File: src/rtl/core/int_to_ascii_radix_format_core_assert.svh
// assertion macros used by the radix formatter emitter (itoa_emit)
// no dependencies; checks compile out when SYNTHESIS is defined
`ifndef INT_TO_ASCII_RADIX_FORMAT_CORE_ASSERT_SVH
`define INT_TO_ASCII_RADIX_FORMAT_CORE_ASSERT_SVH

`ifndef SYNTHESIS
`define ITOA_ASSERT_ALWAYS(name, clk, rst_n, expr) \
    name: assert property (@(posedge clk) disable iff (!rst_n) (expr)) \
        else $error("itoa assertion failed");
`define ITOA_ASSERT_NEXT(name, clk, rst_n, ante, cons) \
    name: assert property (@(posedge clk) disable iff (!rst_n) (ante) |=> (cons)) \
        else $error("itoa assertion failed");
`else
`define ITOA_ASSERT_ALWAYS(name, clk, rst_n, expr)
`define ITOA_ASSERT_NEXT(name, clk, rst_n, ante, cons)
`endif

`endif

File: src/rtl/core/itoa_pkg.sv
// types, constants and the digit character table of the radix formatter
// no dependencies
`default_nettype none

package itoa_pkg;

    localparam int VALUE_W   = 32;
    localparam int KIND_W    = 2;
    localparam int CHAR_W    = 8;
    localparam int BCD_DIGS  = 10;
    localparam int BCD_W     = 4 * BCD_DIGS;
    localparam int CNT_W     = 6;
    localparam int DAB_CNT_W = 5;

    localparam logic [CNT_W-1:0] C_DIGS_DEC = 6'd10;
    localparam logic [CNT_W-1:0] C_DIGS_BIN = 6'd32;
    localparam logic [CNT_W-1:0] C_DIGS_HEX = 6'd8;
    localparam logic [CNT_W-1:0] C_DIGS_OCT = 6'd11;

    localparam logic [CHAR_W-1:0] C_MINUS = 8'h2D;

    localparam logic [CHAR_W-1:0] C_DIGIT_CHARS [16] = '{
        8'h30, 8'h31, 8'h32, 8'h33, 8'h34, 8'h35, 8'h36, 8'h37,
        8'h38, 8'h39, 8'h41, 8'h42, 8'h43, 8'h44, 8'h45, 8'h46
    };

    typedef enum logic [KIND_W-1:0] {
        KIND_DEC = 2'd0,
        KIND_BIN = 2'd1,
        KIND_HEX = 2'd2,
        KIND_OCT = 2'd3
    } t_kind;

    typedef enum logic [1:0] {
        DS_BIN,
        DS_OCT,
        DS_HEX
    } t_dsize;

    typedef enum logic [1:0] {
        ST_IDLE,
        ST_DABBLE,
        ST_EMIT
    } t_state;

    typedef struct packed {
        logic [BCD_W-1:0] digits;
        logic [CNT_W-1:0] count;
        t_dsize           dsize;
        logic             neg;
    } t_emit_load;

endpackage

`default_nettype wire

File: src/rtl/core/int_to_ascii_radix_format_core.sv
// top level of the radix formatter: input handshake, sequencer, sign handling
// depends on itoa_pkg, itoa_dabble and itoa_emit
`default_nettype none

// Formats a 32-bit integer as ASCII, most significant digit first, one character per
// output transaction with tlast on the final one. tuser selects the radix: signed decimal
// (with a leading minus), or unsigned binary, hexadecimal (uppercase) or octal. One item
// is processed at a time. A decimal item first passes through the bit-serial bcd
// converter, one shift per input bit, then a done strobe. The emitter then sends a minus
// sign for a negative decimal and steps through every digit position: 10 for decimal,
// 32 binary, 8 hex, 11 octal, leading zeros included, which are skipped rather than sent.
// The sequencer then returns to idle; output stalls hold the emitter. The next item is
// accepted only after the emitter busy flag clears and the sequencer state returns to idle.
module int_to_ascii_radix_format_core (
    input  wire logic                                i_clk,
    input  wire logic                                i_rst_n,
    input  wire logic                                s_axis_tvalid,
    output logic                                     s_axis_tready,
    input  wire logic [itoa_pkg::VALUE_W-1:0]        s_axis_tdata,  // value[31:0]
    input  wire logic [itoa_pkg::KIND_W-1:0]         s_axis_tuser,  // kind[1:0]
    output logic                                     m_axis_tvalid,
    input  wire logic                                m_axis_tready,
    output logic [itoa_pkg::CHAR_W-1:0]              m_axis_tdata,  // char_code[7:0]
    output logic                                     m_axis_tlast
);
    import itoa_pkg::*;

    t_state             r_state, n_state;
    logic               r_neg, n_neg;
    logic               accept;
    logic               dab_start;
    logic               dab_done;
    logic [BCD_W-1:0]   dab_bcd;
    logic [VALUE_W-1:0] mag;
    logic               emit_load;
    logic               emit_busy;
    t_emit_load         emit_cfg;
    t_kind              kind;

    assign kind   = t_kind'(s_axis_tuser);
    assign accept = s_axis_tvalid && s_axis_tready;
    assign mag    = s_axis_tdata[VALUE_W-1] ? (VALUE_W'(0) - s_axis_tdata) : s_axis_tdata;

    always_comb begin
        n_state       = r_state;
        n_neg         = r_neg;
        s_axis_tready = 1'b0;
        dab_start     = 1'b0;
        emit_load     = 1'b0;
        emit_cfg      = '{digits: {s_axis_tdata, 8'h00}, count: C_DIGS_HEX,
                          dsize: DS_HEX, neg: 1'b0};
        unique case (r_state)
            ST_IDLE: begin
                s_axis_tready = 1'b1;
                if (accept) begin
                    unique case (kind)
                        KIND_DEC: begin
                            dab_start = 1'b1;
                            n_neg     = s_axis_tdata[VALUE_W-1];
                            n_state   = ST_DABBLE;
                        end
                        KIND_BIN: begin
                            emit_load      = 1'b1;
                            emit_cfg.count = C_DIGS_BIN;
                            emit_cfg.dsize = DS_BIN;
                            n_state        = ST_EMIT;
                        end
                        KIND_OCT: begin
                            emit_load       = 1'b1;
                            emit_cfg.digits = {1'b0, s_axis_tdata, 7'h00};
                            emit_cfg.count  = C_DIGS_OCT;
                            emit_cfg.dsize  = DS_OCT;
                            n_state         = ST_EMIT;
                        end
                        default: begin
                            emit_load = 1'b1;
                            n_state   = ST_EMIT;
                        end
                    endcase
                end
            end
            ST_DABBLE: begin
                if (dab_done) begin
                    emit_load       = 1'b1;
                    emit_cfg.digits = dab_bcd;
                    emit_cfg.count  = C_DIGS_DEC;
                    emit_cfg.dsize  = DS_HEX;
                    emit_cfg.neg    = r_neg;
                    n_state         = ST_EMIT;
                end
            end
            ST_EMIT: begin
                if (!emit_busy) begin
                    n_state = ST_IDLE;
                end
            end
            default: begin
                n_state = ST_IDLE;
            end
        endcase
    end

    always_ff @(posedge i_clk) begin
        if (!i_rst_n) begin
            r_state <= ST_IDLE;
        end else begin
            r_state <= n_state;
        end
        r_neg <= n_neg;
    end

    itoa_dabble u_dabble (
        .i_clk   (i_clk),
        .i_rst_n (i_rst_n),
        .i_start (dab_start),
        .i_bin   (mag),
        .o_done  (dab_done),
        .o_bcd   (dab_bcd)
    );

    itoa_emit u_emit (
        .i_clk   (i_clk),
        .i_rst_n (i_rst_n),
        .i_load  (emit_load),
        .i_cfg   (emit_cfg),
        .o_busy  (emit_busy),
        .o_valid (m_axis_tvalid),
        .i_ready (m_axis_tready),
        .o_char  (m_axis_tdata),
        .o_last  (m_axis_tlast)
    );

endmodule

`default_nettype wire

File: src/rtl/core/itoa_dabble.sv
// bit-serial binary to bcd converter, one input bit per cycle (shift and add three)
// depends on itoa_pkg
`default_nettype none

module itoa_dabble (
    input  wire logic                         i_clk,
    input  wire logic                         i_rst_n,
    input  wire logic                         i_start,
    input  wire logic [itoa_pkg::VALUE_W-1:0] i_bin,
    output logic                              o_done,
    output logic [itoa_pkg::BCD_W-1:0]        o_bcd
);
    import itoa_pkg::*;

    logic                 r_busy, n_busy;
    logic                 r_done, n_done;
    logic [DAB_CNT_W-1:0] r_cnt, n_cnt;
    logic [VALUE_W-1:0]   r_bin, n_bin;
    logic [BCD_W-1:0]     r_bcd, n_bcd;
    logic [BCD_W-1:0]     adj;

    always_comb begin
        for (int i = 0; i < BCD_DIGS; i++) begin
            adj[4*i +: 4] = (r_bcd[4*i +: 4] >= 4'd5) ? r_bcd[4*i +: 4] + 4'd3
                                                      : r_bcd[4*i +: 4];
        end
    end

    always_comb begin
        n_busy = r_busy;
        n_done = 1'b0;
        n_cnt  = r_cnt;
        n_bin  = r_bin;
        n_bcd  = r_bcd;
        if (i_start) begin
            n_busy = 1'b1;
            n_cnt  = '0;
            n_bin  = i_bin;
            n_bcd  = '0;
        end else if (r_busy) begin
            n_bcd = {adj[BCD_W-2:0], r_bin[VALUE_W-1]};
            n_bin = {r_bin[VALUE_W-2:0], 1'b0};
            n_cnt = r_cnt + 1'b1;
            if (r_cnt == DAB_CNT_W'(VALUE_W - 1)) begin
                n_busy = 1'b0;
                n_done = 1'b1;
            end
        end
    end

    always_ff @(posedge i_clk) begin
        if (!i_rst_n) begin
            r_busy <= 1'b0;
            r_done <= 1'b0;
            r_cnt  <= '0;
        end else begin
            r_busy <= n_busy;
            r_done <= n_done;
            r_cnt  <= n_cnt;
        end
        r_bin <= n_bin;
        r_bcd <= n_bcd;
    end

    assign o_done = r_done;
    assign o_bcd  = r_bcd;

endmodule

`default_nettype wire

File: src/rtl/core/itoa_emit.sv
// digit emitter: shifts a digit word out msb first, drops leading zeros,
// writes one character per transaction into the output register; depends on itoa_pkg and the assertion macro header
`default_nettype none

`include "int_to_ascii_radix_format_core_assert.svh"

module itoa_emit (
    input  wire logic                        i_clk,
    input  wire logic                        i_rst_n,
    input  wire logic                        i_load,
    input  wire itoa_pkg::t_emit_load        i_cfg,
    output logic                             o_busy,
    output logic                             o_valid,
    input  wire logic                        i_ready,
    output logic [itoa_pkg::CHAR_W-1:0]      o_char,
    output logic                             o_last
);
    import itoa_pkg::*;

    logic              r_busy, n_busy;
    logic              r_sign, n_sign;
    logic              r_started, n_started;
    logic [BCD_W-1:0]  r_sr, n_sr;
    logic [CNT_W-1:0]  r_cnt, n_cnt;
    t_dsize            r_dsize, n_dsize;
    logic              r_out_valid, n_out_valid;
    logic [CHAR_W-1:0] r_out_char, n_out_char;
    logic              r_out_last, n_out_last;

    logic [3:0]        digit;
    logic [BCD_W-1:0]  sr_shift;
    logic              can_out;
    logic              emit;

    always_comb begin
        unique case (r_dsize)
            DS_BIN: begin
                digit    = {3'b000, r_sr[BCD_W-1]};
                sr_shift = {r_sr[BCD_W-2:0], 1'b0};
            end
            DS_OCT: begin
                digit    = {1'b0, r_sr[BCD_W-1 -: 3]};
                sr_shift = {r_sr[BCD_W-4:0], 3'b000};
            end
            default: begin
                digit    = r_sr[BCD_W-1 -: 4];
                sr_shift = {r_sr[BCD_W-5:0], 4'b0000};
            end
        endcase
    end

    assign can_out = !r_out_valid || i_ready;

    always_comb begin
        n_busy      = r_busy;
        n_sign      = r_sign;
        n_started   = r_started;
        n_sr        = r_sr;
        n_cnt       = r_cnt;
        n_dsize     = r_dsize;
        n_out_valid = r_out_valid && !i_ready;
        n_out_char  = r_out_char;
        n_out_last  = r_out_last;
        emit        = 1'b0;
        if (i_load) begin
            n_busy    = 1'b1;
            n_sign    = i_cfg.neg;
            n_started = 1'b0;
            n_sr      = i_cfg.digits;
            n_cnt     = i_cfg.count;
            n_dsize   = i_cfg.dsize;
        end else if (r_busy) begin
            if (r_sign) begin
                if (can_out) begin
                    emit       = 1'b1;
                    n_sign     = 1'b0;
                    n_out_char = C_MINUS;
                    n_out_last = 1'b0;
                end
            end else if (!r_started && digit == 4'd0 && r_cnt != CNT_W'(1)) begin
                // leading zero
                n_sr  = sr_shift;
                n_cnt = r_cnt - 1'b1;
            end else if (can_out) begin
                emit       = 1'b1;
                n_started  = 1'b1;
                n_sr       = sr_shift;
                n_cnt      = r_cnt - 1'b1;
                n_out_char = C_DIGIT_CHARS[digit];
                n_out_last = (r_cnt == CNT_W'(1));
                if (r_cnt == CNT_W'(1)) begin
                    n_busy = 1'b0;
                end
            end
        end
        if (emit) begin
            n_out_valid = 1'b1;
        end
    end

    always_ff @(posedge i_clk) begin
        if (!i_rst_n) begin
            r_busy      <= 1'b0;
            r_sign      <= 1'b0;
            r_started   <= 1'b0;
            r_cnt       <= '0;
            r_dsize     <= DS_BIN;
            r_out_valid <= 1'b0;
        end else begin
            r_busy      <= n_busy;
            r_sign      <= n_sign;
            r_started   <= n_started;
            r_cnt       <= n_cnt;
            r_dsize     <= n_dsize;
            r_out_valid <= n_out_valid;
        end
        r_sr       <= n_sr;
        r_out_char <= n_out_char;
        r_out_last <= n_out_last;
    end

    assign o_busy  = r_busy;
    assign o_valid = r_out_valid;
    assign o_char  = r_out_char;
    assign o_last  = r_out_last;

    `ITOA_ASSERT_ALWAYS(a_load_when_free, i_clk, i_rst_n, !(i_load && r_busy))
    `ITOA_ASSERT_ALWAYS(a_busy_has_digits, i_clk, i_rst_n, !r_busy || r_cnt != '0)
    `ITOA_ASSERT_NEXT(a_last_ends_run, i_clk, i_rst_n, emit && n_out_last, !r_busy)

endmodule

`default_nettype wire

File: config.mk
export PLATFORM = sky130hd
export DESIGN_NAME = int_to_ascii_radix_format_core
export DESIGN_NICKNAME = d
export VERILOG_FILES = /design/src/rtl/core/itoa_pkg.sv /design/src/rtl/core/int_to_ascii_radix_format_core.sv /design/src/rtl/core/itoa_dabble.sv /design/src/rtl/core/itoa_emit.sv
export VERILOG_INCLUDE_DIRS = /design/src /design/src/rtl/core
export SDC_FILE = /design/constraint.sdc
export NUM_CORES = 1
export LEC_CHECK = 0
export BUFFER_PORTS_ARGS = -buffer_cell sky130_fd_sc_hd__buf_2
export CORE_ASPECT_RATIO = 1.75
export CORE_MARGIN = 1
export CORE_UTILIZATION = 62
export CTS_CLUSTER_SIZE = 10
export DETAILED_ROUTE_END_ITERATION = 7
export PLACE_DENSITY = 0.9
export SLEW_MARGIN = 20
export SYNTH_ARGS = -nofsm -noshare
export SYNTH_HDL_FRONTEND = slang
export SYNTH_SLANG_ARGS = --single-unit
File: constraint.sdc
create_clock -name i_clk -period 4.52 [get_ports i_clk]
set_input_delay 0.904 -clock i_clk [delete_from_list [all_inputs] [get_ports i_clk]]
set_output_delay 0.904 -clock i_clk [all_outputs]
set_load 0.01 [all_outputs]
# [Yosys cells after proc, flatten, opt, wreduce, memory -nomap -nowiden]
# Memory sizes are Yosys's and may differ from the RTL's.
# Index checks and enable logic that the tools add are counted.
[totals] reg_bits=143 mem_bits_ro=128 inputBits=38 output_inout_bits=11 n_memories=1
[classes] add_sub_neg=13 n_lt_le_gt_ge=11 eq_ne=13 n_mux=74 bitwise=6 reduce_logical=23
[memory_table] name="(name not given)" depth=16 word_bits=8 rd=1 rd_ports_with_merged_regs=0 write_ports=0 line_no="itoa_emit.sv:89" text="n_out_char = C_DIGIT_CHARS[digit];"
[op_table] op="40-bit two-way mux" n=6
[op_table] op="32-bit two-way mux" n=3
[op_table] op="48-bit case mux with 2 select lines" n=1
[op_table] op="40-bit case mux with 2 select lines" n=1
[op_table] op="49-bit two-way mux" n=1
[op_table] op="48-bit two-way mux" n=1
[op_table] op="8-bit two-way mux" n=6
[op_table] op="4-bit by 3-bit greater-or-equal comparator with 1-bit output (second input constant)" n=10
[op_table] op="4-bit by 2-bit adder with 4-bit output (second input constant)" n=9
[op_table] op="4-bit two-way mux" n=9
[op_table] op="1-bit two-way mux" n=32
[op_table] op="1-bit by 32-bit subtractor with 32-bit output (first input constant)" n=1
[op_table] op="6-bit two-way mux" n=5
[op_table] op="8-bit case mux with 2 select lines" n=1
[op_table] op="3-bit AND reduction" n=3
[op_table] op="2-bit two-way mux" n=4
[op_table] op="4-bit case mux with 2 select lines" n=1
[op_table] op="4-bit AND reduction" n=2
[op_table] op="2-bit by 1-bit == test with 1-bit output (second input constant)" n=3
[op_table] op="6-bit by 1-bit == test with 1-bit output (second input constant)" n=1
[op_table] op="2-bit logical NOT" n=3
[op_table] op="2-bit inequality test (second input constant)" n=3
[op_table] op="6-bit by 1-bit inequality test with 1-bit output (second input constant)" n=1
[op_table] op="2-bit case mux with 3 select lines" n=1
[op_table] op="other kinds (19)" n=32

# [Logic depth before layout (Yosys ltp)]
# Gate-level depths: netlist of the first run.
[logic_depth] depth_word=10 depth_mapped=11

# [Hierarchy]
# From an unflattened synthesis of the first run, not the netlist that was laid out.
[unflattened] cells_unflattened=985 area_unflattened_um2=9044.9
[modules_own_cells] mod="itoa_dabble" n_inst=1 cells_per_inst=398 area_each_um2=4065.1 seq_area_each_um2=1901.8
[modules_own_cells] mod="itoa_emit" n_inst=1 cells_per_inst=375 area_each_um2=3454.6 seq_area_each_um2=1681.6
[modules_own_cells] mod="int_to_ascii_radix_format_core" n_inst=1 cells_per_inst=212 area_each_um2=1525.2 seq_area_each_um2=70.1

# [Worst setup path after synthesis of the first run]
# No wires, ideal clock.
[synth_path] kind="flip-flop to flip-flop" startpoint="reg u_emit.r_dsize[1]" endpoint="reg u_emit.r_sr[0] (enable)" setup_time_ps=398 arrival_time_ps=2861 slack_ps=1261 path_stages_with_launch=9 path_buffers=2 synth_period_minus_slack_ps=3259 cell_sequence="dfxtp_1 -> clkbuf_1 -> clkbuf_1 -> nor2_1 -> a21oi_1 -> ha_1 -> nand2b_1 -> o31ai_2 -> a21o_1"
[synth_via] elab_chain_cells=7 word_cells_on_any_way=8
[synth_lines] item="start: declaration" line_no="itoa_emit.sv:25" text="t_dsize r_dsize, n_dsize;"
[synth_lines] item="start signal: assignment" line_no="itoa_emit.sv:114" text="r_dsize <= n_dsize;"
[synth_lines] item="2-bit by 1-bit == test with 1-bit output or 2-bit logical NOT (tied branches)" line_no="itoa_emit.sv:36" text="unique case (r_dsize)"
[synth_lines] item="4-bit case mux with 2 select lines (*)" line_no="itoa_emit.sv:36"
[synth_lines] item="4-bit logical NOT (*)" line_no="itoa_emit.sv:80" text="end else if (!r_started && digit == 4'd0 && r_cnt != CNT_W'(1)) begin"
[synth_lines] item="1-bit logical AND (*) (2 in series)" line_no="itoa_emit.sv:80"
[synth_lines] item="3-bit nonzero test (no source line) (*)"
[synth_lines] item="3-bit AND reduction (no source line) (*)"
[synth_lines] item="end signal: assignment" line_no="itoa_emit.sv:117" text="r_sr <= n_sr;"
[synth_lines] item="end: declaration" line_no="itoa_emit.sv:23" text="logic [BCD_W-1:0] r_sr, n_sr;"
# Every way passes the cells marked *; elsewhere a longest branch is shown, timed or not.
# A chain may end at the register's enable or synchronous reset.

# [Worst setup path in the final report of the first run]
[layout_path] startpoint="reg r_state[1]" endpoint="reg u_emit.r_sr[14], data pin"
[layout_via] elab_chain_cells=6 word_cells_on_any_way=9
[layout_lines] item="start: declaration" line_no="int_to_ascii_radix_format_core.sv:28" text="t_state r_state, n_state;"
[layout_lines] item="start signal: assignment" line_no="int_to_ascii_radix_format_core.sv:107" text="r_state <= n_state;"
[layout_lines] item="2-bit logical NOT" line_no="int_to_ascii_radix_format_core.sv:52" text="unique case (r_state)"
[layout_lines] item="1-bit two-way mux" line_no="int_to_ascii_radix_format_core.sv:52"
[layout_lines] item="1-bit logical AND" line_no="int_to_ascii_radix_format_core.sv:41" text="assign accept = s_axis_tvalid && s_axis_tready;"
[layout_lines] item="48-bit two-way mux or 1-bit two-way mux (tied branches)" line_no="int_to_ascii_radix_format_core.sv:55" text="if (accept) begin"
[layout_lines] item="48-bit case mux with 2 select lines or 1-bit case mux with 2 select lines (tied branches)" line_no="int_to_ascii_radix_format_core.sv:52"
[layout_lines] item="40-bit two-way mux (*)" line_no="itoa_emit.sv:65" text="if (i_load) begin"
[layout_lines] item="named net u_emit.n_sr[14]" line_no="itoa_emit.sv:23"
# Mark *: on every way through the listed nets, which the timed path passes. The rest lies on a longest branch.

==> run metrics, run 1 <==
final hold violations=0; Worst slew margin=25.3%; first-pass GRT wire length=37.0 mm; CP Data Arrival Time=3.56 ns; Warnings, synthesis=0; Mean Syn Cell Area=9.46 um2; Power Total=4620 uW; Total Wirelength=23.5 mm; final setup skew=0.0101 ns; status=finished, violations left; mapped cell area=8950 um2; # setup viols final=0; area of the multi-input gates=4900 um2; die height=161 um; final worst path period share=73.2%; Detail Route Antenna Nets=0; Root Buffer=clkbuf_16; endpoint of the worst register-to-register path=u_emit.r_sr[14]; GR peak layer=met2; critical path type=reg2reg; Layout area overhead=10.1%; CP peak stage delay=0.93 ns; setup bufs post-CTS=0; clock transition at the registers of the reported paths=0.07 ns; Cells after Synth=946; Max FO, Critical Path=37; Die Width=92.8 um; Pleak=0.00363 uW; internal power=3080 uW; minimum clock period=3.31 ns; Reg2Reg Launch Point=r_state[1]; met3 usage=5.30%; worst-skew pair later-pin latency=0.44 ns; setup TNS=0 ns; Resize count post-CTS=0; DR DRC count=1; slowest library cell on the worst path=nor2_1; # clock sinks=142; # IOs=49; 1st-iter DRT viols=745; Max VDD drop=327 uV; initial core utilization=64.0%; vias in the first global route=7577; Worst-Margin Slew=1.12 ns; max-cap viol count=0; Hold Path Class=reg2reg; GRT Total Usage=31.9%; final worst setup slack=1.21 ns; largest net degree at the start of global routing=62; layout cells sized above 1=13.1%; First-pass DRT Iterations=8; Antenna Cells=0; Seq cells post-synth=142; library cells used by synthesis=68; DR vias=7739; GR Layer Usage met1=33.1%; crit start category=register; pre-CTS setup slack=1.48 ns; clock buffer depth=2; row count=57; grt total ovfl=0; WL per Instance=20.6 um; Port Buffers=47; initial antenna violation count=0; Critical path origin=r_state[1]; sequential element share of the synthesized area=40.8%; met2 usage=56.6%; main flop type after synthesis=edfxtp_1; Comb power frac=25.3%; Sw Share=33.3%; failing checks=DRC; RSZ-0062 raised after global routing=false; R2R cell count=5; H-tree Lvls=4; crit path to=u_emit.r_sr[14]; GPL Wtd Cong=0.951; Sequential Area=3660 um2; Pins Over Slew Limit=0; Layout Nets=1019; Power Density=469 nW/um2; vias per cell=6.77; asr flop ratio synth=0%; cells along the critical path=or2_1 -> nor2_8 -> nor2_1 -> a222oi_1 -> a21oi_1; hold_buf cts=0; clock share of power=32.8%; syn nets=1012; f_max=302 MHz; most frequent cells in the layout=mux2i_1, nor2_1, a21oi_1; TritonCTS clock tree=built; crit end category=register; Post-synth EDFFs=81; flop-to-flop setup slack=1.21 ns; CORE AREA=14000 um2; NetSw=1540 uW; commonest non-fill, non-tap cell in the layout=mux2i_1; post-detail-place hpwl=15.3 mm; worst endpoint required time=4.78 ns; dpl cells=1111; Flop pwr share=41.9%; Final Non-Filler Cells=1143; total CTS buffers=17; die area=14900 um2; # fillers=995
kinds of logic after synthesis:
logic type                 Yosys count  synth area share, %
and+or+nand+nor                    269                 14.8
AOI/OAI and AO/OA                  251                 19.3
DFF                                142                 40.8
muxes                              111                 12.4
buffers and inverters              102                 4.64
xor gates and xnor gates            42                 4.11
adders and majority gates           28                 3.92
other                                1               0.0419
worst min-delay path by stage:
| stage | startpoint | to | cells after the start |
|---|---|---|---|
| 2_1_floorplan | u_emit.r_started | u_emit.r_started | 1 |
| 3_3_place_gp | u_emit.r_started | u_emit.r_started | 1 |
| 3_5_place_dp | u_emit.r_started | u_emit.r_started | 1 |
| 4_1_cts | u_emit.r_started | u_emit.r_started | 1 |
| 5_1_grt | u_emit.r_started | u_emit.r_started | 1 |
| 6_report | u_emit.r_started | u_emit.r_started | 1 |
final cells by class:
| type | count | share of cell area, % |
|---|---|---|
| Tap cell | 177 | 2.25 |
| Multi-Input combinational cell | 702 | 49.7 |
| Inverter | 34 | 1.30 |
| Clock inverter | 6 | 0.610 |
| Sequential cell | 142 | 37.1 |
| Clock buffer | 26 | 5.94 |
| Timing Repair Buffer | 56 | 3.07 |
through the flow:
stage	instance area [um2]	hold slack (ns)	utilization, %
after detailed placement	9200	0.449	65.8
final	9850	0.465	70.5
after global routing	9850	0.482	70.5
after floorplan	8950	0.432	-
after CTS	9850	0.465	70.4
after global placement	9200	0.445	65.8
sequential cells by signal, summed over array words and instances, names as in the netlist, 2 cells and up:
signal,count
u_emit.r_cnt,6
u_emit.r_sr,40
u_dabble.o_bcd,40
u_dabble.r_bin,32
u_emit.o_char,7
r_state,2
u_emit.r_dsize,2
u_dabble.r_cnt,5
synthesized netlist by cell type (all sizes together), types with 3 or more instances:
cell / n / share of area [%]
xor2: 29 / 2.8
inv: 33 / 1.4
nand2: 75 / 3.2
ha: 28 / 3.9
or2: 3 / 0.21
nand2b: 18 / 1.3
o41ai: 10 / 1.7
nor4: 5 / 0.59
o31ai: 13 / 1.2
nand4: 5 / 0.35
xnor2: 13 / 1.3
a22oi: 3 / 0.25
edfxtp: 81 / 27
and3: 3 / 0.21
o221a: 19 / 2.4
nor3: 11 / 0.62
a211oi: 23 / 1.9
nand3: 25 / 1.5
dfxtp: 61 / 14
o211ai: 4 / 0.34
nor2b: 6 / 0.42
mux2i: 110 / 12
or4: 3 / 0.29
buf: 22 / 1.3
o21ai: 56 / 3.1
a21oi: 91 / 5.1
nand3b: 4 / 0.34
nor2: 96 / 4.2
nor3b: 9 / 0.76
a222oi: 13 / 1.5
clkbuf: 46 / 1.9
a21o: 3 / 0.25
metal layers:
metal	up-vias	part of all wire [%]	routed length [um]
met4	0	6.9	1630
li1	3496	-	-
met5	-	0	0
met2	448	51	12000
met1	3655	35	8320
met3	140	6.7	1570
critical path: cells and delay by family, from the launching register on:
kind,cells,cell delay (ns)
compound gates,2,0.54
flops,1,0.55
simple gates,3,2.02
power groups by stage:
stage               Clock (uW)  Sequential, uW  Combinational [uW]
floorplan                    0            1840                 893
global placement             0            1940                1050
detailed placement           0            1940                1120
CTS                       1520            1920                1150
global route              1560            1960                1290
finish                    1520            1940                1170
Note: power is estimated with default switching activity, not from simulation.
==> run 2, diff against run 1 <==
- clock period: 4.52 -> 3.13 ns (I/O delays scaled with it)
==> run 2 against run 1 <==
Against the previous run: the run now ends clean; die area is the same; flip-flop and latch count did not move; clock-buffer cell count is 5 lower; critical path depth is 2 higher; via count is 1.4% lower; utilization decreased by 0.23 points; critical path type unchanged; largest power group unchanged; highest routed layer unchanged.
==> run metrics, run 2 (synthesis gave the netlist of run 1 again) <==
crit start category=register; total CTS buffers=17 (unchanged); critical path type=reg2reg; CORE AREA=14000 um2 (unchanged); final setup skew=0.00876 ns (-0.00137 ns); largest net degree at the start of global routing=73 (+18%); TritonCTS clock tree=built; Layout area overhead=9.73%; final worst path period share=87.6% (+14 points); DR vias=7631 (-1.4%); pre-CTS setup slack=0.393 ns (-1.09 ns); first-pass GRT wire length=36.7 mm (-1.0%); Die Width=92.8 um (unchanged); minimum clock period=2.74 ns (-0.565 ns); Pleak=0.00363 uW (-0.21%); Total Wirelength=23.0 mm (-2.0%); H-tree Lvls=4 (unchanged); Hold Path Class=reg2reg; layout cells sized above 1=13.8% (+0.64 points); WL per Instance=20.0 um (-2.6%); Sw Share=34.3% (+1.1 points); Flop pwr share=43.5% (+1.6 points); clock buffer depth=2 (unchanged); die area=14900 um2 (unchanged); Detail Route Antenna Nets=0 (unchanged); initial core utilization=64.0% (unchanged); grt total ovfl=0 (unchanged); Power Total=6390 uW (+38%); vias per cell=6.64 (-1.9%); Resize count post-CTS=0 (unchanged); die height=161 um (unchanged); setup TNS=0 ns (unchanged); row count=57 (unchanged); Root Buffer=clkbuf_16; fin util=70.2% (-0.23 points); NetSw=2190 uW (+43%); status=completed; setup bufs post-CTS=0 (unchanged); initial antenna violation count=0 (unchanged); Worst slew margin=27.7% (+2.5 points); most frequent cells in the layout=mux2i_1, nor2_1, a21oi_1; vias in the first global route=7726 (+2.0%); RSZ-0062 raised after global routing=false; crit end category=register; final worst setup slack=0.389 ns (-0.825 ns); # clock sinks=142 (unchanged); max-cap viol count=0 (unchanged); commonest non-fill, non-tap cell in the layout=mux2i_1; f_max=365 MHz (+21%); internal power=4190 uW (+36%); Antenna Cells=0 (unchanged); # IOs=49 (unchanged); post-detail-place hpwl=15.1 mm (-1.3%); hold_buf cts=0 (unchanged); # fillers=1028 (+3.3%); Max VDD drop=450 uV (+38%); final hold violations=0 (unchanged); Power Density=651 nW/um2 (+39%); clock transition at the registers of the reported paths=0.06 ns (about the same); 1st-iter DRT viols=843 (+13%); Max FO, Critical Path=8 (-78%); Worst-Margin Slew=1.08 ns (-0.0368 ns); GPL Wtd Cong=0.887 (-6.7%); worst-skew pair later-pin latency=0.43 ns (about the same); CP Data Arrival Time=2.79 ns (-0.77 ns); DR DRC count=0 (-1); Layout Nets=1025 (+0.59%); # setup viols final=0 (unchanged); First-pass DRT Iterations=8 (unchanged); worst endpoint required time=3.17 ns (-1.61 ns); GRT Total Usage=31.3% (-0.54 points); Pins Over Slew Limit=0 (unchanged); Comb power frac=26.2% (+0.9 points); Port Buffers=47 (unchanged); clock share of power=30.3% (-2.5 points)
## run 2: per-stage QoR
stage | hold WS [ns] | std cells | area [um2]
floorplan | 0.432 | 946 | 8950
global route | 0.508 | 1149 | 9820
detailed placement | 0.463 | 1117 | 9260
CTS | 0.480 | 1149 | 9820
finish | 0.476 | 1149 | 9820
global placement | 0.453 | 1117 | 9260
## run 2: cell type report
class / count / area [um2] / area share (%)
clock buffer: 21 / 482 / 4.91
clock inverter: 11 / 77.6 / 0.790
sequential: 142 / 3660 / 37.2
inverter: 34 / 128 / 1.30
multi-input combinational: 702 / 4890 / 49.8
timing repair buffer: 62 / 360 / 3.67
tap: 177 / 221 / 2.26
## run 2: per-layer routing
metal	GRT usage (%)	part of all wire, %	wire length, um	vias to the layer above
met1	32.5	36	8330	3631
met3	6.01	6.7	1550	97
met2	57.6	52	12000	398
met5	0	0	0	-
met4	17.4	4.8	1120	0
li1	-	-	-	3505
## run 2: worst paths after layout
kind	start	cells past startpoint	endpoint	slack, ns
min reg2reg	u_emit.r_started	1	u_emit.r_started	0.48
max	u_emit.r_sr[39]	7	u_emit.o_char[5]	0.39
max reg2reg	u_emit.r_sr[39]	7	u_emit.o_char[5]	0.39
min	u_emit.r_started	1	u_emit.r_started	0.48
## run 2: power groups by stage
| stage | Combinational, uW | Sequential [uW] | Clock, uW |
|---|---|---|---|
| after floorplan | 1290 | 2650 | 0 |
| after global placement | 1530 | 2780 | 0 |
| after detailed placement | 1630 | 2790 | 0 |
| after CTS | 1660 | 2760 | 1930 |
| after global routing | 1850 | 2810 | 2020 |
| final | 1670 | 2780 | 1940 |
## run 2: critical path, cell delays in order, from the launching register on
cell and delay (ns):
edfxtp_1 0.44, mux2i_1 0.11, o21ai_0 0.36, inv_1 0.12
ha_1 0.20, nand2b_1 0.12, or4_1 0.14, nor3b_1 0.86
==> run 3, diff against run 2 <==
- CORE_UTILIZATION: 62 -> 45
- PLACE_DENSITY: 0.9 -> 0.71
- clock period: 3.13 -> 2.9 ns (I/O delays scaled with it)
==> run 3 against run 2 <==
Against the previous run: flip-flop and latch count is the same; total power up 13%; combinational power up 8%; critical path type unchanged; fmax grew 17%; utilization down 18 points.
==> run metrics, run 3 (synthesis gave the netlist of run 1 again) <==
CP peak stage delay=0.41 ns (-0.45 ns); Reg2Reg Launch Point=r_state[1]; GPL Wtd Cong=0.864 (-2.6%); critical path's top delay family=simple AND/OR/NAND/NOR gates; RSZ-0062 raised after global routing=false; # setup viols final=0 (unchanged); final worst path period share=81.0% (-6.6 points); Hold Path Class=reg2reg; # fillers=1758 (+71%); Hold Crit Depth=1 (unchanged); cells along the critical path=or2_1 -> nor2_8 -> buf_4 -> mux2i_1 -> o221a_1 -> a21oi_1; vias per cell=6.02 (-9.3%); Final Hold Slack=0.464 ns (-0.0126 ns); 1st-iter DRT viols=500 (-41%); # clock sinks=142 (unchanged); initial antenna violation count=0 (unchanged); Layout area overhead=13.1%; max-cap viol count=0 (unchanged); endpoint of the worst register-to-register path=u_emit.r_sr[32]; Worst slew margin=46.7% (+19 points); Final Non-Filler Cells=1229 (+7.0%); Resize count post-CTS=0 (unchanged); grt total ovfl=0 (unchanged); clock buffer depth=2 (unchanged); fin util=52.5% (-18 points); vias in the first global route=7429 (-3.8%); most frequent cells in the layout=mux2i_1, nor2_1, a21oi_1; Root Buffer=clkbuf_16; status=completed; H-tree Lvls=4 (unchanged); commonest non-fill, non-tap cell in the layout=mux2i_1; Max VDD drop=372 uV (-17%); final hold violations=0 (unchanged); largest net degree at the start of global routing=74 (+1.4%); worst endpoint required time=3.06 ns (-0.11 ns); min-delay src=u_emit.r_started; area of the multi-input gates=4900 um2 (+0.23%); total CTS buffers=17 (unchanged); Hold Crit Endpoint=u_emit.r_started; first-pass GRT wire length=37.5 mm (+2.2%); DR DRC count=0 (unchanged); Antenna Cells=0 (unchanged); layout cells sized above 1=15.1% (+1.3 points); R2R cell count=6 (-1); First-pass DRT Iterations=6 (-2); # IOs=49 (unchanged); Worst-Margin Slew=0.800 ns (-0.280 ns); row count=67 (+18%); Max FO, Critical Path=21 (+13); Power Total=7220 uW (+13%); minimum clock period=2.35 ns (-0.392 ns); Pins Over Slew Limit=0 (unchanged); critical path type=reg2reg; CP Data Arrival Time=2.51 ns (-0.28 ns); Layout Nets=1041 (+1.6%); WP buf/inv=1 (unchanged); worst-skew pair later-pin latency=0.43 ns (about the same); die height=189 um (+17%); initial core utilization=46.4% (-18 points); f_max=426 MHz (+17%); CORE AREA=19300 um2 (+38%); GRT Total Usage=23.9% (-7.5 points); Port Buffers=47 (unchanged); final setup skew=0.00902 ns (+0.000266 ns); Die Width=109 um (+17%); DR vias=7400 (-3.0%); setup TNS=0 ns (unchanged); clock transition at the registers of the reported paths=0.06 ns (about the same); Detail Route Antenna Nets=0 (unchanged); setup bufs post-CTS=0 (unchanged); Sequential Area=3660 um2 (unchanged); Power Density=714 nW/um2 (+9.7%); hold_buf cts=0 (unchanged); crit start category=register; TritonCTS clock tree=built; WL per Instance=18.9 um (-5.6%); post-detail-place hpwl=16.1 mm (+6.5%); Pleak=0.00373 uW (+2.9%); crit end category=register; dpl cells=1197 (+7.2%); Total Wirelength=23.3 mm (+0.94%); slowest library cell on the worst path=or2_1; die area=20500 um2 (+37%); flop-to-flop setup slack=0.55 ns (+0.16 ns)
[run 3: cell types whose count changed in the layout (fill, tap and decap cells not counted), moves of 2 or more]
cell        before  now
buf_4           14   30
bufinv_16        0    5
clkinv_1         1    3
clkinvlp_4       0    2
inv_4            3    0
inv_6            3    0
[run 3: how the worst max path moves through the flow]
stage                            startpoint               end  slack [ns]  cells past startpoint
after floorplan           u_emit.r_dsize[1]    u_emit.r_sr[0]        0.20                      8
after global placement      s_axis_tuser[1]  u_emit.o_char[2]        0.30                      5
after detailed placement    s_axis_tuser[1]  u_emit.o_char[3]        0.24                      5
after CTS                   u_emit.r_sr[39]  u_emit.o_char[3]        0.39                      7
after global routing             r_state[1]   u_emit.r_sr[32]        0.44                      6
final                            r_state[1]   u_emit.r_sr[32]        0.55                      6
[run 3: stage by stage]
step                      cell area, um2  setup slack [ns]
after floorplan                     8950             0.204
after global placement              9470             0.305
after detailed placement            9470             0.237
after CTS                          10100             0.388
after global routing               10100             0.438
final                              10100             0.551
[run 3: final cells by class]
cell class              count  share of cell area, %
well taps                 241                   2.98
multi-input cells         702                   48.5
inverters                  34                   1.26
flip-flops and latches    142                   36.1
clock inverters            12                   1.89
repair buffers             78                   4.75
clock buffers              20                   4.51
[run 3: metal layers]
| layer | global-route usage [%] | wire (um) |
|---|---|---|
| met1 | 26.0 | 8850 |
| met2 | 42.8 | 12400 |
| met3 | 3.42 | 975 |
| met4 | 13.9 | 1060 |
| met5 | 0 | 0 |
[run 3: where the power goes]
group	total (uW)	switching (uW)	internal, uW
Clock	2440	878	1560
Combinational	1810	1020	796
Sequential	2970	411	2560
Total	7220	2310	4920
